===== config.mk =====
export PLATFORM = sky130hd
export DESIGN_NAME = lcd_digit_latch_shifter
export DESIGN_NICKNAME = d
export VERILOG_FILES = /design/src/rtl/ldls_pkg.sv /design/src/rtl/lcd_digit_latch_shifter.sv
export SDC_FILE = /design/constraint.sdc
export NUM_CORES = 1
export LEC_CHECK = 0
export ABC_CLOCK_PERIOD_IN_PS = 1850
export BUFFER_PORTS_ARGS = -buffer_cell sky130_fd_sc_hd__clkbuf_2
export CAP_MARGIN = 20
export CORE_UTILIZATION = 40
export CTS_BUF_LIST = sky130_fd_sc_hd__clkbuf_8
export CTS_CLUSTER_SIZE = 8
export DETAILED_ROUTE_END_ITERATION = 10
export HOLD_SLACK_MARGIN = 0.1
export MAX_ROUTING_LAYER = met4
export PLACE_DENSITY_LB_ADDON = 0.1
export SETUP_SLACK_MARGIN = 0.05
export SLEW_MARGIN = 30
export SYNTH_ARGS = -nofsm -noshare
export SYNTH_HDL_FRONTEND = slang
export SYNTH_SLANG_ARGS = --single-unit

===== constraint.sdc =====
create_clock -name clk -period 1.85 [get_ports clk]
set_clock_uncertainty 0.1 [all_clocks]
set_input_delay 0.2775 -clock clk [delete_from_list [all_inputs] [get_ports clk]]
set_output_delay 0.2775 -clock clk [all_outputs]
set_load 0.05 [all_outputs]

===== src/rtl/ldls_pkg.sv =====
// Shared constants, operation codes and digit segment table for the LCD latch shifter.
package ldls_pkg;

  localparam int DIGIT_W = 4;
  localparam int SHOWN_W = 28;
  localparam int SHOWN_LATCHES = SHOWN_W / DIGIT_W;

  typedef logic [DIGIT_W-1:0] digit_t;
  typedef logic [3:0] op_t;

  // Operation codes
  localparam op_t OP_DTW   = 4'd0;
  localparam op_t OP_PDTW  = 4'd1;
  localparam op_t OP_WR    = 4'd2;
  localparam op_t OP_WS    = 4'd3;
  localparam op_t OP_TW    = 4'd4;
  localparam op_t OP_PTW   = 4'd5;
  localparam op_t OP_ATBP  = 4'd6;
  localparam op_t OP_COMCN = 4'd7;
  localparam op_t OP_SMF   = 4'd8;
  localparam op_t OP_RMF   = 4'd9;
  localparam op_t OP_SNAP  = 4'd10;
  localparam op_t OP_RET   = 4'd11;

  // WR clears the top accumulator bit, WS sets it
  localparam digit_t WR_MASK = 4'h7;
  localparam digit_t WS_SET  = 4'h8;

  // Return mirrors the display only below this deflicker level
  localparam logic [1:0] DEFLICKER_LIMIT = 2'd2;

  // Segment digits: lower half for CN clear, upper half for CN set
  localparam digit_t DIGIT_TABLE [0:31] = '{
    4'he, 4'h0, 4'hc, 4'h8, 4'h2, 4'ha, 4'he, 4'h2,
    4'he, 4'ha, 4'h0, 4'h0, 4'h2, 4'ha, 4'h2, 4'h2,
    4'hb, 4'h9, 4'h7, 4'hf, 4'hd, 4'he, 4'he, 4'hb,
    4'hf, 4'hf, 4'h4, 4'h0, 4'hd, 4'he, 4'h4, 4'h0
  };

  // Digit inserted by DTW and PDTW; m' is ORed in only when CN is clear
  function automatic digit_t make_digit(logic cn, logic mx, digit_t a);
    digit_t d;
    d = DIGIT_TABLE[{cn, a}];
    if (!cn) begin
      d = d | {{(DIGIT_W-1){1'b0}}, mx};
    end
    return d;
  endfunction

endpackage


===== src/rtl/lcd_digit_latch_shifter.sv =====
// LCD digit latch shifter: shift/output latches, flags and stable display mirror.
// A beat accepted into the input register moves on, once the result register is empty
//   or draining, into the latch/flag state together with the result register.
// Throughput: one beat per cycle unless out_stall holds a result; the only loop is the latch update.
// Reset: rst_n synchronous, active low; clears all latches, flags, deflicker level
//   and both valid bits.
module lcd_digit_latch_shifter
  import ldls_pkg::*;
#(
  parameter int NUM_LATCHES = 7
) (
  input  logic                 clk,
  input  logic                 rst_n,
  // configuration
  input  logic                 cfg_we,
  input  logic [1:0]           cfg_wdata,
  // input channel
  input  logic                 in_valid,
  output logic                 in_stall,
  input  logic [3:0]           in_operation,
  input  logic [3:0]           in_acc,
  // result channel
  output logic                 out_valid,
  input  logic                 out_stall,
  output logic [3:0]           out_acc_out,
  output logic                 out_backplate,
  output logic                 out_cn_flag,
  output logic                 out_mx_flag,
  output logic [SHOWN_W-1:0]   out_shown_w,
  output logic [SHOWN_W-1:0]   out_shown_wx
);

  localparam int SHOWN_N = (NUM_LATCHES < SHOWN_LATCHES) ? NUM_LATCHES : SHOWN_LATCHES;
  localparam int LAST = NUM_LATCHES - 1;
  localparam int PREV = NUM_LATCHES - 2;

  // config register
  logic [1:0] deflicker_r;

  // input stage
  logic   s1_valid_r;
  op_t    s1_op_r;
  digit_t s1_acc_r;
  logic   s1_adv;

  // result stage and block state
  logic   out_valid_r;
  digit_t acc_out_r, acc_out_nxt;
  logic   cn_r, cn_nxt;
  logic   mx_r, mx_nxt;
  logic   bp_r, bp_nxt;
  digit_t wx_r  [NUM_LATCHES];
  digit_t wx_nxt[NUM_LATCHES];
  digit_t w_r   [NUM_LATCHES];
  digit_t w_nxt [NUM_LATCHES];
  digit_t swx_r  [NUM_LATCHES];
  digit_t swx_nxt[NUM_LATCHES];
  digit_t sw_r   [NUM_LATCHES];
  digit_t sw_nxt [NUM_LATCHES];

  logic   in_accept;
  logic   do_mirror;
  digit_t digit;

  // handshake: stage 1 moves on when the result register is empty or draining
  assign s1_adv    = s1_valid_r && (!out_valid_r || !out_stall);
  assign in_stall  = s1_valid_r && !s1_adv;
  assign in_accept = in_valid && !in_stall;

  always_ff @(posedge clk) begin
    if (!rst_n) begin
      deflicker_r <= '0;
    end else if (cfg_we) begin
      deflicker_r <= cfg_wdata;
    end
  end

  // input register
  always_ff @(posedge clk) begin
    if (!rst_n) begin
      s1_valid_r <= 1'b0;
    end else if (in_accept) begin
      s1_valid_r <= 1'b1;
    end else if (s1_adv) begin
      s1_valid_r <= 1'b0;
    end
  end

  always_ff @(posedge clk) begin
    if (in_accept) begin
      s1_op_r  <= in_operation;
      s1_acc_r <= in_acc;
    end
  end

  // next state for one operation
  assign digit = make_digit(cn_r, mx_r, s1_acc_r);

  always_comb begin
    acc_out_nxt = s1_acc_r;
    cn_nxt      = cn_r;
    mx_nxt      = mx_r;
    bp_nxt      = bp_r;
    wx_nxt      = wx_r;
    w_nxt       = w_r;
    do_mirror   = 1'b0;
    unique case (s1_op_r)
      OP_DTW, OP_WR, OP_WS: begin
        for (int i = 0; i < LAST; i++) begin
          wx_nxt[i] = wx_r[i+1];
        end
        if (s1_op_r == OP_DTW) begin
          wx_nxt[LAST] = digit;
        end else if (s1_op_r == OP_WR) begin
          wx_nxt[LAST] = s1_acc_r & WR_MASK;
        end else begin
          wx_nxt[LAST] = s1_acc_r | WS_SET;
        end
      end
      OP_PDTW: begin
        wx_nxt[PREV] = wx_r[LAST];
        wx_nxt[LAST] = digit;
      end
      OP_TW: begin
        w_nxt = wx_r;
      end
      OP_PTW: begin
        w_nxt[LAST] = wx_r[LAST];
        w_nxt[PREV] = wx_r[PREV];
      end
      OP_ATBP: begin
        bp_nxt = s1_acc_r[0];
        cn_nxt = s1_acc_r[3];
      end
      OP_COMCN: cn_nxt = !cn_r;
      OP_SMF:   mx_nxt = 1'b1;
      OP_RMF: begin
        mx_nxt      = 1'b0;
        acc_out_nxt = '0;
      end
      OP_SNAP:  do_mirror = 1'b1;
      OP_RET:   do_mirror = (deflicker_r < DEFLICKER_LIMIT);
      default: ;
    endcase
    // mirror sees the latches as they stand before this beat's own change
    swx_nxt = do_mirror ? wx_r : swx_r;
    sw_nxt  = do_mirror ? w_r  : sw_r;
  end

  // result register and state
  always_ff @(posedge clk) begin
    if (!rst_n) begin
      out_valid_r <= 1'b0;
    end else if (s1_adv) begin
      out_valid_r <= 1'b1;
    end else if (!out_stall) begin
      out_valid_r <= 1'b0;
    end
  end

  always_ff @(posedge clk) begin
    if (!rst_n) begin
      cn_r <= 1'b0;
      mx_r <= 1'b0;
      bp_r <= 1'b0;
      for (int i = 0; i < NUM_LATCHES; i++) begin
        wx_r[i]  <= '0;
        w_r[i]   <= '0;
        swx_r[i] <= '0;
        sw_r[i]  <= '0;
      end
    end else if (s1_adv) begin
      cn_r  <= cn_nxt;
      mx_r  <= mx_nxt;
      bp_r  <= bp_nxt;
      wx_r  <= wx_nxt;
      w_r   <= w_nxt;
      swx_r <= swx_nxt;
      sw_r  <= sw_nxt;
    end
  end

  always_ff @(posedge clk) begin
    if (s1_adv) begin
      acc_out_r <= acc_out_nxt;
    end
  end

  // pack the mirrored latches that fit the shown fields
  always_comb begin
    out_shown_w  = '0;
    out_shown_wx = '0;
    for (int i = 0; i < SHOWN_N; i++) begin
      out_shown_w[DIGIT_W*i +: DIGIT_W]  = sw_r[i];
      out_shown_wx[DIGIT_W*i +: DIGIT_W] = swx_r[i];
    end
  end

  assign out_valid     = out_valid_r;
  assign out_acc_out   = acc_out_r;
  assign out_backplate = bp_r;
  assign out_cn_flag   = cn_r;
  assign out_mx_flag   = mx_r;

  // checks
  a_stall_needs_item: assert property (@(posedge clk) disable iff (!rst_n)
    in_stall |-> s1_valid_r)
    else $error("input stalled with empty input register");

  a_adv_fills_out: assert property (@(posedge clk) disable iff (!rst_n)
    s1_adv |=> out_valid_r)
    else $error("advanced beat did not reach result register");

  a_rmf_clears: assert property (@(posedge clk) disable iff (!rst_n)
    (s1_adv && s1_op_r == OP_RMF) |=> (acc_out_r == '0 && !mx_r))
    else $error("RMF did not clear accumulator and m' flag");

  a_shown_hold: assert property (@(posedge clk) disable iff (!rst_n)
    !s1_adv |=> ($stable(out_shown_w) && $stable(out_shown_wx) && $stable(cn_r)))
    else $error("display state changed without a beat");

endmodule

==> summary.txt <==
Status - finished clean
Std-Cell Rows - 40
Worst-path fanout max - 5
Endpoint class of the critical path - register
Startpoint Class - register
Clock buffer depth - 2
Chip Height - 114.7 um
Synthesized area per cell - 8.688 um^2
WS Path Type - reg -> reg
Die area - 13,160 um^2
Setup violators final - 0
Cell Int Power - 4097 uW
Clock power share - 40.3%
Critical Path RT - 2080 ps
Most used DFF post-synth - dfxtp_1
Count of pins over their slew limit - 0
Sw Ratio - 23.16%
Part of the Yosys area used for sequential elements - 53.57%
Worst-margin pin slew - 413.6 ps
Slew headroom - 72.43%
ANT nets after route - 0
Pin count of the biggest net entering global routing - 93
Crit share post-route - 96.33%
PD cells - 859.7 nW/um^2
Async S/R FF share, synth - 0%
Synth Cell Area - 5082 um^2
Critical path, cell by cell - inv_4 -> ha_4 -> mux2_4 -> a21oi_4 -> a2111oi_2 -> a311o_1
RSZ-0062 raised after global routing - yes
# diodes - 0
Min Tclk post-route - 1782 ps
Util after Layout - 50.79%
H-tree Lvls - 4
Initial Util - 41.62%
Drt total wl - 11,450 um
Number of global-route vias before repair - 3,934
Layout area overhead - 22.03%
CTS tree - done
Net Switching - 1235 uW
Mapped Cells - 585
Combinational share of power - 5.5%
Wire per inst - 13.43 um
Gr usage total - 18.98%
Ports - 80
Post-synth net total - 608
Leak pwr - 0.002354 uW
Chip Width - 114.7 um
# fillers - 1,245
1st-pass router iterations - 4
Gpl congestion - 0.8685
Routed vias/inst - 4.940
Power Total - 5332 uW
Worst skew pair latency - 440 ps
Final hold violations - 0
Fraction of layout instances using a drive strength above 1 - 24.12%
IO buf count - 78
Share of power burned in registers - 54.2%
Placed inst area - 5650 um^2
Warnings, synthesis - 0
Total gr overflow - 0
Worst hold path class - in -> reg
Maximum clock rate - 561.2 MHz
Nets - 695
Vias - 4,209
Final instance area - 6202 um^2
Clock transition at the registers of the reported paths - 70 ps
Max-cap viol count - 0
CP max-delay cell - edfxtp_1
Post-synth EDFFs - 12
DRC viols - 0
Worst path max stage delay - 460 ps
Core Box Area - 12,210 um^2
CTS root buf - clkbuf_8
Cell variety after synth - 45
Worst hold slack - 185.1 ps
TritonCTS Sinks - 130
Initial antenna violation count - 0
Total CTS buffers - 17
Worst EP arrival - 2010 ps
R2r setup slk - 70 ps
Iter 0 DRT Violations - 196
DP HPWL - 7455 um
Worst VDD drop - 0.4006 mV
#FFs+latches synth - 130
Global-route wire length before repair - 18,640 um
[state kept, by name, summed over array words and instances, names as in the netlist]
name and flops:
deflicker_r 1, out_acc_out 4, out_backplate 1, out_cn_flag 1, out_mx_flag 1, out_shown_w 28
out_shown_wx 28, out_valid 1, s1_acc_r 4, s1_op_r 4, s1_valid_r 1, w_r 28
wx_r 28
[stage by stage]
| stage | setup WS, ps | std cells | TNS (ps) |
|---|---|---|---|
| 3_5_place_dp | 69.21 | 808 | 0 |
| 4_1_cts | 50.21 | 851 | 0 |
| 6_report | 67.98 | 852 | 0 |
| 3_3_place_gp | 77.21 | 808 | 0 |
| 2_1_floorplan | 53.19 | 585 | 0 |
| 5_1_grt | -11.46 | 852 | -13.35 |
[cells in the final DEF, fill, tap and decap left out, types with 10 or more instances in the layout]
master,instances
dfxtp_1,117
buf_4,18
dlygate4sd3_1,12
nor2b_1,10
clkbuf_8,20
a21oi_1,82
nand3_1,43
o21ai_2,20
edfxtp_1,12
clkbuf_2,78
nor2_1,20
nand2_1,167
[cell type report]
type                    instances  area, um^2  area share (%)
flip-flops and latches        130        2724           43.92
inverters                       7       28.78          0.4640
multi-input cells             404        2157           34.78
repair buffers                112       733.2           11.82
well taps                     168       210.2           3.389
clock inverters                11       73.82           1.190
clock buffers                  20       275.3           4.438
[path summary, 6_finish.rpt]
kind                                 startpoint               to  depth (start not counted)
worst max-delay path                s1_acc_r[0]          wx_r[3]                          6
worst min-delay path                      rst_n      out_cn_flag                          2
worst max register to register      s1_acc_r[0]          wx_r[3]                          6
worst min register to register  out_shown_w[13]  out_shown_w[13]                          2
[metal layers]
| metal | global-route usage, % | vias up | wire, um |
|---|---|---|---|
| met3 | 4.341 | 12 | 386 |
| met1 | 22.58 | 1964 | 5243 |
| met5 | - | - | 0 |
| met4 | 8.485 | 0 | 203 |
| met2 | 30.67 | 80 | 5611 |
| li1 | - | 2153 | - |
[power groups by stage]
stage	clock network [uW]	registers (uW)	logic, uW
final	2150	2890	292
after global routing	2340	2890	317
after CTS	2210	2890	276
after detailed placement	0	2950	254
after global placement	0	2950	250
after floorplan	0	2970	152
[critical path: cells and delay by family, from the launching register on]
kind	cells	cell delay [ps]
buffers and inverters	1	140
muxes	1	280
AOI/OAI and AO/OA	3	490
DFF	1	460
adders and majority gates	1	210
[timing repair]
item	CTS	global route
resized for setup	0	14
endpoints found under the setup margin	0	7
hold buffers	12	0
endpoints found under the hold margin	11	0
setup buffers	0	1
[kinds of logic after synthesis]
kind of cell             share of synthesized area (%)
AO/OA/AOI/OAI                                    15.83
AND/OR/NAND/NOR                                  21.25
flip-flops                                       53.57
buffers and inverters                            5.391
adder cells (fa/ha/maj)                          1.970
multiplexers                                     1.994
[cells in the mapped netlist (6+ instances only)]
cell	n	area, um^2
a21oi_1	83	415.4
buf_2	12	60.06
buf_6	8	90.09
clkbuf_1	18	67.56
dfxtp_1	118	2362
edfxtp_1	12	360.4
ha_1	8	100.1
inv_1	6	22.52
mux2i_1	9	90.09
nand2_1	167	626.9
nand3_1	44	220.2
nor2_1	20	75.07
nor2b_1	10	62.56
o21ai_0	9	45.04
o21ai_2	20	175.2
Power figures use the tool's default switching activity.
